### src/hdl/bfs_pkg.sv
package bfs_pkg;

  // Window geometry
  localparam int unsigned KERNEL = 7;
  localparam int unsigned HALF   = KERNEL / 2;
  localparam int unsigned AREA   = KERNEL * KERNEL;
  localparam int unsigned LINES  = KERNEL - 1;

  // Rounded divide by AREA: q = ((s + AREA/2) * RECIP_M) >> RECIP_SH, exact below 2^15
  localparam int unsigned ROUND    = AREA / 2;
  localparam int unsigned RECIP_SH = 20;
  localparam int unsigned RECIP_M  = ((1 << RECIP_SH) + AREA - 1) / AREA;

  // Field and state widths
  localparam int unsigned PIX_W   = 8;
  localparam int unsigned ROW_W   = 12;
  localparam int unsigned COL_W   = 10;
  localparam int unsigned WIDTH_W = 11;
  localparam int unsigned CFG_W   = 12;
  localparam int unsigned VS_W    = 11;  // vertical sum of KERNEL pixels
  localparam int unsigned WS_W    = 14;  // window sum
  localparam int unsigned NUM_W   = WS_W + 1;
  localparam int unsigned LINE_W  = LINES * PIX_W;

  localparam int unsigned MAX_HEIGHT = 4095;
  localparam int unsigned RST_WIDTH  = 512;
  localparam int unsigned RST_HEIGHT = 512;

  // Output queue
  localparam int unsigned OQ_DEPTH = 4;
  localparam int unsigned OQ_AW    = 2;
  localparam int unsigned OQ_CW    = 3;

  // Register indexes
  typedef enum logic [0:0] {
    CFG_WIDTH  = 1'b0,
    CFG_HEIGHT = 1'b1
  } cfg_idx_e;

  typedef struct packed {
    logic [PIX_W-1:0] pixel;
    logic             padding;
  } pix_t;

  typedef struct packed {
    logic [PIX_W-1:0] value;
    logic [ROW_W-1:0] row;
    logic [COL_W-1:0] col;
    logic             last;
  } res_t;

endpackage

### src/hdl/bfs_if.sv


// Filtered pixel channel
interface bfs_res_if import bfs_pkg::*; ();
  logic valid;
  logic ready;
  res_t data;

  modport source (output valid, output data, input ready);
  modport sink (input valid, input data, output ready);
endinterface

### src/hdl/bfs_out_fifo.sv
module bfs_out_fifo import bfs_pkg::*; (
  input  logic             clk_i,
  input  logic             rst_ni,
  input  logic             push_i,
  input  res_t             push_data_i,
  output logic [OQ_CW-1:0] count_o,
  bfs_res_if.source        out_if
);

  res_t             buf_q [OQ_DEPTH];
  logic [OQ_AW-1:0] wr_ptr_q, rd_ptr_q;
  logic [OQ_CW-1:0] cnt_q;
  logic             pop;

  assign pop = out_if.valid && out_if.ready;

  // Storage
  always_ff @(posedge clk_i) begin
    if (push_i) begin
      buf_q[wr_ptr_q] <= push_data_i;
    end
  end

  // Pointers and fill level
  always_ff @(posedge clk_i or negedge rst_ni) begin
    if (!rst_ni) begin
      wr_ptr_q <= '0;
      rd_ptr_q <= '0;
      cnt_q    <= '0;
    end else begin
      if (push_i) begin
        wr_ptr_q <= wr_ptr_q + OQ_AW'(1);
      end
      if (pop) begin
        rd_ptr_q <= rd_ptr_q + OQ_AW'(1);
      end
      case ({push_i, pop})
        2'b10:   cnt_q <= cnt_q + OQ_CW'(1);
        2'b01:   cnt_q <= cnt_q - OQ_CW'(1);
        default: cnt_q <= cnt_q;
      endcase
    end
  end

  assign out_if.valid = (cnt_q != '0);
  assign out_if.data  = buf_q[rd_ptr_q];
  assign count_o      = cnt_q;

endmodule

### src/flat_wrapper.sv
// flat-port wrapper written by rule: the top's interface ports become plain ports
module bfs_out_fifo_flat import bfs_pkg::*;
  (clk_i, rst_ni, push_i, push_data_i, count_o, out_if_valid, out_if_data, out_if_ready);
  bfs_res_if out_if_i ();
  input  logic clk_i;
  input  logic rst_ni;
  input  logic push_i;
  input  res_t push_data_i;
  output logic [OQ_CW-1:0] count_o;
  output wire logic [$bits(out_if_i.valid)-1:0] out_if_valid;
  output wire logic [$bits(out_if_i.data)-1:0] out_if_data;
  input wire logic [$bits(out_if_i.ready)-1:0] out_if_ready;
  assign out_if_valid = out_if_i.valid;
  assign out_if_data = out_if_i.data;
  assign out_if_i.ready = out_if_ready;
  bfs_out_fifo u_core (.clk_i(clk_i), .rst_ni(rst_ni), .push_i(push_i), .push_data_i(push_data_i), .count_o(count_o), .out_if(out_if_i));
endmodule
### config.mk
export PLATFORM = sky130hd
export DESIGN_NAME = bfs_out_fifo_flat
export DESIGN_NICKNAME = d
export VERILOG_FILES = /design/src/hdl/bfs_pkg.sv /design/src/hdl/bfs_if.sv /design/src/hdl/bfs_out_fifo.sv /design/src/flat_wrapper.sv
export SDC_FILE = /design/constraint.sdc
export NUM_CORES = 1
export LEC_CHECK = 0
export ABC_CLOCK_PERIOD_IN_PS = 3540
export BUFFER_PORTS_ARGS = -buffer_cell sky130_fd_sc_hd__buf_4
export CORE_MARGIN = 5
export CORE_UTILIZATION = 40
export CTS_CLUSTER_DIAMETER = 150
export DETAILED_ROUTE_END_ITERATION = 16
export MAX_ROUTING_LAYER = met4
export SLEW_MARGIN = 20
export SYNTH_ARGS = -nofsm -noshare
export SYNTH_HDL_FRONTEND = slang
export SYNTH_SLANG_ARGS = --single-unit
export TNS_END_PERCENT = 5
### constraint.sdc
create_clock -name clk_i -period 3.54 [get_ports clk_i]
set_input_delay 0.708 -clock clk_i [delete_from_list [all_inputs] [get_ports clk_i]]
set_output_delay 0.708 -clock clk_i [all_outputs]
set_load 0.01 [all_outputs]
# Word-level counts from Yosys, hierarchy flattened

Memories as Yosys holds them, arrays and structs flattened.
Index checks and enable logic that the tools add are counted.

Flip-flop bits (word level): 7
Bits in writable memories: 124
Bits of input ports: 35
Output and inout port bits: 35
Word-level logic and storage cells: 16
Memories kept: 1

Add/subtract/negate cells: 4
Equality and inequality tests: 2
Muxes and demuxes: 3
Reductions and logical operators: 3

Memories:

| memory       | depth | width | read ports | clocked after Yosys merged registers in | write ports | line               | text |
|---|---|---|---|---|---|---|---|
| u_core.buf_q | 4     | 31    | 1          | 0                                       | 1           | bfs_out_fifo.sv:10 | `res_t buf_q [OQ_DEPTH];` |

Operators with widths:

| cell                | number |
|---|---|
| $pmux 3 s2          | 1 |
| $add 2x1->2 const B | 2 |
| $add 3x1->3 const B | 1 |
| $reduce_bool 3->1   | 1 |
| $sub 3x1->3 const B | 1 |
| $eq 2x1->1 const B  | 1 |
| $eq 2x2->1 const B  | 1 |
| $mux 1              | 2 |
| $reduce_bool 2->1   | 1 |
| $logic_and 1x1->1   | 1 |

# Depth between registers and ports, before layout

Gate-level depths: netlist of run 1.

Depth after elaboration: 4
Mapped depth: 7
Mapped depth without buffers: 7

# Worst setup path after synthesis of run 1

OpenSTA, ideal clock, no wires.

Kind: input to register
Start: input out_if_ready
End: register u_core.cnt_q[2] (netlist: u_core.count_o[2])
Setup time: 0.079 ns
Arrival: 1.848 ns
Data required time: 3.461 ns
Path slack: 1.613 ns
Stages: 7
Buffers on the path: 0
Cells stage by stage: o31a_1 -> ha_1 -> inv_1 -> fa_1 -> xor2_1 -> nor2_1 -> xor2_1

Longest elaborated chain between the ends: 3
Elaborated cells on any way between the ends: 5
Classes of those cells: 2 x eq/ne; 1 x mux; 2 x reduce/logical

Ends and longest elaborated chain:

| element                                         | line               | text |
|---|---|---|
| start, declared                                 | flat_wrapper.sv:12 | `input wire logic [$bits(out_if_i.ready)-1:0] out_if_ready;` |
| $logic_and 1x1->1 (*)                           | bfs_out_fifo.sv:15 | `assign pop = out_if.valid && out_if.ready;` |
| $eq 2x1->1 or $eq 2x2->1 (tied branches)        | bfs_out_fifo.sv:37 | `case ({push_i, pop})` |
| $pmux 3 s2 or $reduce_bool 2->1 (tied branches) | -                  |  |
| end signal, assigned                            | bfs_out_fifo.sv:38 | `2'b10: cnt_q <= cnt_q + OQ_CW'(1);` |
| end signal, assigned                            | bfs_out_fifo.sv:39 | `2'b01: cnt_q <= cnt_q - OQ_CW'(1);` |
| end signal, assigned                            | bfs_out_fifo.sv:40 | `default: cnt_q <= cnt_q;` |
| end, declared                                   | bfs_out_fifo.sv:12 | `logic [OQ_CW-1:0] cnt_q;` |

Mark *: on every way between the ends. The rest lies on a longest branch, timed or not.
A chain may end at the register's enable or synchronous reset.

# Worst setup path after layout of run 1

Start: register u_core.rd_ptr_q[0]
End: output out_if_data[25]

Longest elaborated chain between the ends: 1

Ends and longest elaborated chain:

| element                | line               | text |
|---|---|---|
| start, declared        | bfs_out_fifo.sv:11 | `logic [OQ_AW-1:0] wr_ptr_q, rd_ptr_q;` |
| start signal, assigned | bfs_out_fifo.sv:35 | `rd_ptr_q <= rd_ptr_q + OQ_AW'(1);` |
| $mem_v2 4x31           | -                  |  |
| end, declared          | flat_wrapper.sv:11 | `output wire logic [$bits(out_if_i.data)-1:0] out_if_data;` |

Every way passes these cells.

==> impl_metrics.csv, run 1 <==
group,metric,value,unit
floorplan,placementRows,40,
power,power.static_leakage,0.00219,uW
power,p_switching,1430,uW
grt,grt_pass1_vias,2434,
placement,port_buffers,69,
worst_hold_path,worstHoldPathType,"in -> async",
clock_tree,cts_resized,0,
clock_tree,cts_post_setup_buffers_inserted,0,
final_layout,fillCellCount,974,
timing,final.setup_skew,0.00452,ns
clock_tree,clkLatencyLatePin,0.40,ns
route,initial_drc_count,116,
power,p_int,3980,uW
clock_tree,clock_slew_seen_by_the_registers_of_the_worst_setup_and_hold_paths,0.05,ns
clock_tree,cts_made_buffers,17,
clock_tree,cts_max_path_buffers,2,
clock_tree,cts_tree,"done",
grt,grt_pass1_wl,13300,um
timing,worstMarginPinSlew,0.897,ns
power,worst_vdd_drop,0.482,mV
timing,final-setup-viol-count,0,
synthesis,syn_nets,239,
floorplan,die_h,121,um
placement,hpwlAfterDp,4990,um
timing,fmax,356,MHz
power,power.sequential.fraction,0.416,
route,antenna_violating_nets_post_route,0,
final_layout,drive_above_1_share,0.451,
clock_tree,cts-htree-levels,4,
clock_tree,ctsRootBufferMaster,"sky130_fd_sc_hd__clkbuf_16",
power,share_clk_of_total_power,0.324,
route,drt_pass1_iterations,4,
route,vias_per_cell,4.97,
power,share_of_total_power_in_combinational_logic,0.260,
worst_setup_path,critPathCaptureType,"output port",
worst_setup_path,path_class,"reg -> out",
synthesis,syn_inst,198,
route,drt_drc_violations_left,0,
timing,rsz0062_at_grt,"no",
grt,grt_antenna_before_repair,0,
synthesis,ys_seq_elements,131,
timing,slew_viol_final,0,
final_layout,final_cell_mix,"sky130_fd_sc_hd__edfxtp_1 (124), sky130_fd_sc_hd__buf_4 (69), sky130_fd_sc_hd__mux4_2 (28)",
floorplan,fp.dieW,121,um
placement,gp_congestion,0.674,
worst_setup_path,worst-r2r-cell-count,7,
worst_setup_path,required_worst_endpoint,2.83,ns
worst_setup_path,cp_slowest_stage_delay,0.64,ns
worst_setup_path,critPathLaunchType,"flip-flop",
clock_tree,cts_hold_buf,0,
power,proportion_of_total_power_due_to_net_switching,0.265,
floorplan,ioPinCount,70,
grt,grt.total_usage,0.130,
timing,period_share,0.794,
synthesis,seq_area_frac_synth,0.793,
worst_setup_path,cp_max_fo,22,
worst_setup_path,path_cells,"buf_12 > mux4_1 > buf_4",
synthesis,syn_area_per_cell,24.8,um2
floorplan,die_area,0.0146,mm2
route,total_via_count_after_detailed_routing,2187,
worst_setup_path,worst-endpoint-arrival,2.10,ns
worst_setup_path,critical-path-slowest-cell,"sky130_fd_sc_hd__dfrtp_2",
timing,setup_total_negative_slack,0,ns
timing,timing.max_slew.rel_slack,0.402,
synthesis,yosysUniqueCellTypes,19,
clock_tree,cts.sink_count,131,
timing,period_needed,2.81,ns
run,max_cap_violations,0,
final_layout,syn_to_final_growth,25.4,%
final_layout,finish.net_count,321,
timing,finalHoldViolations,0,
final_layout,post_route_core_utilization,0.513,
floorplan,starting_utilization_of_the_core_area,0.409,
route,wirelength,8500,um
final_layout,antenna_cells,0,
final_layout,layout_commonest_cell,"sky130_fd_sc_hd__edfxtp_1",
grt,globalRouteOverflowTotal,0,
synthesis,synthesis.area,0.00492,mm2
route,post_drt_wl_per_cell,19.3,um
grt,grt_start_max_net_pins,33,
status,run_status,"completed",
power,power_density,877,mW/mm2
floorplan,floorplan_core_area,0.0120,mm2
synthesis,yosys_warnings,0,
## area by class of cell
class                           count  area, um2  share of cell area
Tap cell                          147        184              0.0298
Clock inverter                      9        128              0.0207
Clock buffer                       23        478              0.0775
Inverter                            6       22.5             0.00365
Timing Repair Buffer               70        538              0.0872
Sequential cell                   131       3900               0.633
Multi-Input combinational cell     54        916               0.149
## worst max-delay path: cells and delay by family, from the launching register on
family,cells,cell delay (ns)
DFF,1,0.64
buffers and inverters,2,0.44
muxes,1,0.61
## stage by stage
step | cells | setup WS [ns] | hold WS (ns) | power [uW] | instance area (um2)
5_1_grt | 440 | 0.560 | 0.0974 | 5690 | 6170
3_3_place_gp | 408 | 1.09 | 0.508 | 3720 | 5560
2_1_floorplan | 198 | 1.61 | 0.412 | 3130 | 4920
3_5_place_dp | 408 | 1.06 | 0.503 | 3750 | 5560
6_report | 440 | 0.729 | 0.111 | 5410 | 6170
4_1_cts | 440 | 0.634 | 0.0954 | 5500 | 6170
## sequential cells by signal, indices dropped and copies added, names as in the netlist
| register | count |
|---|---|
| u_core.buf_q | 124 |
| u_core.wr_ptr_q | 2 |
| u_core.count_o | 3 |
| u_core.rd_ptr_q | 2 |
## cells in the mapped netlist
library cell	count	area share
sky130_fd_sc_hd__or3_1	1	0.0013
sky130_fd_sc_hd__edfxtp_1	124	0.76
sky130_fd_sc_hd__mux2i_1	1	0.0020
sky130_fd_sc_hd__nand2_1	2	0.0015
sky130_fd_sc_hd__xnor2_1	2	0.0036
sky130_fd_sc_hd__ha_1	5	0.013
sky130_fd_sc_hd__and2_1	4	0.0051
sky130_fd_sc_hd__dfrtp_1	7	0.036
sky130_fd_sc_hd__inv_1	6	0.0046
sky130_fd_sc_hd__buf_12	3	0.012
sky130_fd_sc_hd__o31a_1	1	0.0018
sky130_fd_sc_hd__mux4_1	3	0.016
sky130_fd_sc_hd__o21ai_0	1	0.0010
sky130_fd_sc_hd__fa_1	1	0.0041
sky130_fd_sc_hd__buf_2	3	0.0031
sky130_fd_sc_hd__buf_6	1	0.0023
sky130_fd_sc_hd__xor2_1	4	0.0071
sky130_fd_sc_hd__mux4_2	28	0.13
sky130_fd_sc_hd__nor2_1	1	0.00076
## worst paths after layout
| check | startpoint | end | slack, ns |
|---|---|---|---|
| setup / recovery | u_core.rd_ptr_q[0]$_DFFE_PN0P_ | out_if_data[25] | 0.73 |
| setup reg to reg | u_core.count_o[0]$_DFFE_PN0P_ | u_core.count_o[2]$_DFFE_PN0P_ | 1.74 |
| max in group asynchronous | rst_ni | u_core.rd_ptr_q[0]$_DFFE_PN0P_ | 3.29 |
| hold / removal | rst_ni | u_core.count_o[2]$_DFFE_PN0P_ | 0.11 |
| hold reg to reg | u_core.count_o[2]$_DFFE_PN0P_ | u_core.count_o[2]$_DFFE_PN0P_ | 0.53 |
| min in group clk_i | push_data_i[14] | u_core.buf_q[0][14]$_DFFE_PP_ | 0.50 |
## power by group through the flow
stage	clock (uW)	combinational (uW)	sequential, uW
5_1_grt	1860	1540	2290
2_1_floorplan	0	987	2140
3_3_place_gp	0	1450	2270
3_5_place_dp	0	1450	2290
6_report	1750	1410	2250
4_1_cts	1780	1460	2260
## routing by layer
metal	up-vias	track usage	wire length, um
li1	994	-	-
met1	1124	0.157	3650
met2	58	0.196	4240
met3	11	0.0569	526
met4	0	0.0446	93
met5	-	-	0
## cell families after synthesis
family	after synthesis	synth area share
AOI/OAI and AO/OA	2	0.00280
DFF	131	0.793
adders and majority gates	6	0.0168
and+or+nand+nor	8	0.00865
xor gates and xnor gates	6	0.0107
muxes	32	0.146
buffers and inverters	13	0.0221
No activity file was read; power rests on OpenSTA's default activity.
==> run 2, diff against run 1 <==
- ABC_CLOCK_PERIOD_IN_PS: 3540 -> 2600
- clock period: 3.54 -> 2.6 ns (I/O delays scaled with it)
==> run 2 against run 1 <==
  * Worst setup slack worse by 0.48 ns
  * Total power rose by 37%
  * Hold slack improved by 0.21 ns
  * Clock skew is essentially flat
  * Design area rose by 1.5%
  * Wire length is 2.2% higher
  * Global-route usage up 0.10 points
  * Clock-buffer cell count down 5
  * Core utilization up 0.77 points
  * Non-clock buffer count is 7 higher
  * First-iteration DRC count is 8.6% lower
  * Cell count grew 1.6%
  * Highest routed layer unchanged
==> impl_metrics.csv, run 2 (synthesis results as in run 1) <==
group,metric,value,unit
final_layout,antenna_cells,0,
timing,fmax,426,MHz
timing,setup_total_negative_slack,0,ns
worst_setup_path,worst_r2r_startpoint,"u_core.count_o[0]$_DFFE_PN0P_",
clock_tree,cts_made_buffers,17,
status,run_status,"completed",
worst_setup_path,worst-r2r-cell-count,7,
clock_tree,cts_tree,"done",
final_layout,layout_commonest_cell,"sky130_fd_sc_hd__edfxtp_1",
clock_tree,ctsRootBufferMaster,"sky130_fd_sc_hd__clkbuf_16",
timing,final-setup-viol-count,0,
floorplan,die_area,0.0146,mm2
final_layout,finish.net_count,328,
route,post_drt_wl_per_cell,19.4,um
timing,slew_viol_final,0,
grt,globalRouteOverflowTotal,0,
grt,grt_antenna_before_repair,0,
grt,grt_pass1_wl,13400,um
timing,worstMarginPinSlew,0.499,ns
clock_tree,clkLatencyLatePin,0.40,ns
placement,gp_congestion,0.723,
placement,placed_cell_area,0.00566,mm2
worst_hold_path,worst_hold_path.num_cells,1,
route,total_via_count_after_detailed_routing,2252,
worst_hold_path,whs_endpoint,"u_core.buf_q[1][7]$_DFFE_PP_",
clock_tree,cts.sink_count,131,
timing,timing.max_slew.rel_slack,0.667,
clock_tree,cts_max_path_buffers,2,
timing,finalHoldViolations,0,
placement,port_buffers,69,
worst_setup_path,cp_max_fo,15,
final_layout,syn_to_final_growth,27.3,%
floorplan,floorplan_core_area,0.0120,mm2
worst_hold_path,holdCritStartpoint,"push_data_i[7]",
placement,hpwlAfterDp,5460,um
clock_tree,cts-htree-levels,4,
timing,period_share,0.903,
final_layout,largest_register_ffs,124,
power,worst_vdd_drop,0.790,mV
timing,final.setup_skew,0.00476,ns
floorplan,ioPinCount,70,
clock_tree,clock_slew_seen_by_the_registers_of_the_worst_setup_and_hold_paths,0.06,ns
clock_tree,cts_resized,0,
placement,pre_cts_slack,0.620,ns
floorplan,starting_utilization_of_the_core_area,0.409,
worst_setup_path,worst-endpoint-arrival,1.83,ns
power,power_density,1180,mW/mm2
final_layout,registers.top_by_ff_count,"u_core.buf_q",
worst_setup_path,reg2reg_to,"u_core.count_o[2]$_DFFE_PN0P_",
worst_setup_path,required_worst_endpoint,2.08,ns
grt,grt_start_max_net_pins,22,
final_layout,fillCellCount,984,
floorplan,fp.dieW,121,um
timing,final.setup.worst_slack,0.252,ns
clock_tree,cts_post_setup_buffers_inserted,0,
route,wirelength,8690,um
route,drt_pass1_iterations,4,
worst_setup_path,critPathLaunchType,"flip-flop",
final_layout,multiInputGateArea,916,um2
clock_tree,cts_hold_buf,1,
run,max_cap_violations,0,
timing,period_needed,2.35,ns
worst_setup_path,critPathCaptureType,"output port",
worst_setup_path,reg2reg_setup_slack,0.78,ns
route,antenna_violating_nets_post_route,0,
final_layout,seq_area,0.00390,mm2
grt,grt_pass1_vias,2452,
route,initial_drc_count,106,
grt,grt.total_usage,0.131,
final_layout,postLayoutCellArea,0.00626,mm2
worst_setup_path,path_class,"reg -> out",
final_layout,drive_above_1_share,0.467,
worst_hold_path,worstHoldPathType,"in -> reg",
route,vias_per_cell,5.04,
power,power.static_leakage,0.00222,uW
floorplan,placementRows,40,
final_layout,final_cell_mix,"sky130_fd_sc_hd__edfxtp_1 (124), sky130_fd_sc_hd__buf_4 (71), sky130_fd_sc_hd__mux4_2 (28)",
floorplan,die_h,121,um
route,drt_drc_violations_left,0,
timing,rsz0062_at_grt,"no",
==> run 2: cell count changes in the layout (fill, tap and decap cells not counted) <==
cell                            before  now
sky130_fd_sc_hd__buf_12              1    5
sky130_fd_sc_hd__clkbuf_8            3    0
sky130_fd_sc_hd__clkinv_4            1    2
sky130_fd_sc_hd__clkinvlp_4          2    5
sky130_fd_sc_hd__dlygate4sd3_1       0    1
sky130_fd_sc_hd__clkinv_2            2    3
sky130_fd_sc_hd__clkbuf_1            3    1
sky130_fd_sc_hd__buf_4              69   71
==> run 2: layout make-up <==
class,instances,share of cell area
tap,147,0.0294
clock inverter,14,0.0262
clock buffer,18,0.0686
timing repair buffer,77,0.103
inverter,6,0.00360
multi-input combinational,54,0.146
sequential,131,0.623
==> run 2: worst max-delay path, cell delays in order, from the launching register on <==
cell	delay (ns)
sky130_fd_sc_hd__dfrtp_2	0.35
sky130_fd_sc_hd__buf_4	0.30
sky130_fd_sc_hd__mux4_1	0.62
sky130_fd_sc_hd__buf_4	0.16
==> run 2: worst max path at each step <==
| stage | startpoint | endpoint |
|---|---|---|
| floorplan | u_core.wr_ptr_q[0]$_DFFE_PN0P_ | u_core.buf_q[2][0]$_DFFE_PP_ |
| global placement | u_core.rd_ptr_q[0]$_DFFE_PN0P_ | out_if_data[17] |
| detailed placement | out_if_ready | u_core.count_o[2]$_DFFE_PN0P_ |
| CTS | u_core.rd_ptr_q[0]$_DFFE_PN0P_ | out_if_data[17] |
| global route | u_core.rd_ptr_q[0]$_DFFE_PN0P_ | out_if_data[8] |
| finish | u_core.rd_ptr_q[0]$_DFFE_PN0P_ | out_if_data[17] |
==> run 2: stage by stage <==
step	util	power, uW	cells	hold WS (ns)
after floorplan	-	4260	198	0.224
after global placement	0.471	5150	414	0.344
after detailed placement	0.471	5190	414	0.344
after CTS	0.521	7550	447	0.294
after global routing	0.521	7800	447	0.293
final	0.521	7410	447	0.317
==> run 2: where the power goes <==
part	switching [uW]	internal, uW	leakage [uW]	total [uW]
clock	840	1500	0.000275	2340
combinational	1010	1130	0.000725	2130
sequential	160	2780	0.00122	2940
total	2010	5400	0.00222	7410
==> run 2: per-layer routing <==
layer | vias to the layer above | routed length, um | GRT usage
li1 | 1004 | - | -
met1 | 1183 | 3730 | 0.159
met2 | 58 | 4390 | 0.199
met3 | 7 | 482 | 0.0448
met4 | 0 | 93 | 0.0595
met5 | - | 0 | -
==> run 3, diff against run 2 <==
- CTS_BUF_LIST: default -> sky130_fd_sc_hd__clkbuf_16
==> run 3 against run 2 <==
  * Maximum frequency unchanged
  * Non-clock buffer count unchanged
  * Die area did not move
  * Wire length barely moved
  * Largest cell class unchanged
  * Global-route usage unchanged
==> impl_metrics.csv, run 3 (synthesis results as in run 1) <==
group,metric,value,unit
final_layout,drive_above_1_share,0.467,
worst_setup_path,worst_r2r_startpoint,"u_core.count_o[0]$_DFFE_PN0P_",
grt,grt_pass1_vias,2452,
timing,timing.max_slew.rel_slack,0.667,
power,worst_vdd_drop,0.790,mV
worst_setup_path,crit_path_frequent_cell,"sky130_fd_sc_hd__buf_4",
route,drt_drc_violations_left,0,
worst_setup_path,critical-path-slowest-cell,"sky130_fd_sc_hd__mux4_1",
worst_setup_path,worst-endpoint-arrival,1.83,ns
worst_setup_path,worst-r2r-cell-count,7,
placement,port_buffers,69,
route,total_via_count_after_detailed_routing,2252,
worst_hold_path,holdCritStartpoint,"push_data_i[7]",
clock_tree,cts_max_path_buffers,2,
worst_setup_path,critPathCaptureType,"output port",
route,post_drt_wl_per_cell,19.4,um
final_layout,finish.net_count,328,
floorplan,ioPinCount,70,
final_layout,final_cell_mix,"sky130_fd_sc_hd__edfxtp_1 (124), sky130_fd_sc_hd__buf_4 (71), sky130_fd_sc_hd__mux4_2 (28)",
timing,slew_viol_final,0,
placement,placed_cell_area,0.00566,mm2
timing,final-setup-viol-count,0,
clock_tree,ctsRootBufferMaster,"sky130_fd_sc_hd__clkbuf_16",
power,power.static_leakage,0.00222,uW
grt,grt_antenna_before_repair,0,
worst_hold_path,worstHoldPathType,"in -> reg",
timing,period_share,0.903,
worst_setup_path,cp_slowest_stage_delay,0.62,ns
timing,rsz0062_at_grt,"no",
route,wirelength,8690,um
placement,hpwlAfterDp,5460,um
route,vias_per_cell,5.04,
final_layout,layout_commonest_cell,"sky130_fd_sc_hd__edfxtp_1",
floorplan,placementRows,40,
floorplan,die_h,121,um
floorplan,fp.dieW,121,um
grt,globalRouteOverflowTotal,0,
final_layout,antenna_cells,0,
placement,gp_congestion,0.723,
worst_setup_path,cp_max_fo,15,
worst_setup_path,path_class,"reg -> out",
final_layout,syn_to_final_growth,27.3,%
worst_hold_path,whs_endpoint,"u_core.buf_q[1][7]$_DFFE_PP_",
clock_tree,clkLatencyLatePin,0.40,ns
timing,period_needed,2.35,ns
power,power,7410,uW
timing,final.setup_skew,0.00497,ns
grt,grt_start_max_net_pins,22,
route,drt_pass1_iterations,4,
final_layout,registers.top_by_ff_count,"u_core.buf_q",
status,run_status,"completed",
clock_tree,cts_tree,"done",
clock_tree,cts_made_buffers,17,
clock_tree,cts.sink_count,131,
run,max_cap_violations,0,
floorplan,floorplan_core_area,0.0120,mm2
final_layout,largest_register_ffs,124,
worst_hold_path,worst_hold_path.num_cells,1,
timing,finalHoldViolations,0,
floorplan,die_area,0.0146,mm2
timing,fmax,426,MHz
route,antenna_violating_nets_post_route,0,
clock_tree,cts-htree-levels,4,
timing,worstMarginPinSlew,0.499,ns
power,power_density,1180,mW/mm2
final_layout,postLayoutCellArea,0.00626,mm2
worst_setup_path,path_cells,"buf_4 > mux4_1 > buf_4",
clock_tree,clock_slew_seen_by_the_registers_of_the_worst_setup_and_hold_paths,0.06,ns
floorplan,starting_utilization_of_the_core_area,0.409,
route,initial_drc_count,106,
worst_setup_path,critPathLaunchType,"flip-flop",
clock_tree,cts_resized,0,
timing,setup_total_negative_slack,0,ns
worst_setup_path,reg2reg_to,"u_core.count_o[2]$_DFFE_PN0P_",
grt,grt_pass1_wl,13400,um
grt,grt.total_usage,0.131,
worst_setup_path,required_worst_endpoint,2.08,ns
worst_setup_path,reg2reg_setup_slack,0.78,ns
[run 3: cell count changes in the layout (fill, tap and decap cells not counted), sizes merged]
cell    before  now
clkbuf      18   17
inv          6    7
[run 3: worst max-delay path by stage]
stage / from / to / slack [ns] / depth (start not counted)
after floorplan: u_core.wr_ptr_q[0]$_DFFE_PN0P_ / u_core.buf_q[2][0]$_DFFE_PP_ / 0.82 / 3
after global placement: u_core.rd_ptr_q[0]$_DFFE_PN0P_ / out_if_data[17] / 0.63 / 3
after detailed placement: out_if_ready / u_core.count_o[2]$_DFFE_PN0P_ / 0.62 / 8
after CTS: u_core.rd_ptr_q[0]$_DFFE_PN0P_ / out_if_data[17] / 0.18 / 3
after global routing: u_core.rd_ptr_q[0]$_DFFE_PN0P_ / out_if_data[8] / 0.15 / 3
final: u_core.rd_ptr_q[0]$_DFFE_PN0P_ / out_if_data[17] / 0.25 / 3
[run 3: per-stage QoR]
stage	cells	hold slack (ns)	util	setup slack, ns
finish	447	0.317	0.521	0.252
global route	447	0.292	0.521	0.145
CTS	447	0.294	0.521	0.179
detailed placement	414	0.344	0.471	0.620
global placement	414	0.344	0.471	0.631
floorplan	198	0.224	-	0.822
[run 3: final cells by class]
type                            instances  area, um2
Fill cell                             984       5750
Multi-Input combinational cell         54        916
Sequential cell                       131       3900
Clock inverter                         15        168
Timing Repair Buffer                   77        643
Tap cell                              147        184
Inverter                                6       22.5
Clock buffer                           17        425
[run 3: layer usage]
metal,vias up,part of all wire,GRT usage
met5,-,0,-
met1,1183,0.43,0.159
li1,1004,-,-
met3,7,0.055,0.0448
met4,0,0.011,0.0595
met2,58,0.50,0.199
[run 3: critical path, delay by kind of cell (launching register included)]
kind | cells | cell delay, ns
flops | 1 | 0.35
buf+inv | 2 | 0.46
mux | 1 | 0.62
[run 3: where the power goes]
group	internal [uW]	switching [uW]	total, uW
Clock	1490	841	2340
Combinational	1130	1010	2130
Sequential	2780	160	2940
[run 3: what timing repair did]
item | 4_1_cts | 5_1_grt
setup buffers | 0 | 0
endpoints found under the hold margin | 7 | 0
setup endpoints to repair | 0 | 0
hold buffers | 1 | 0
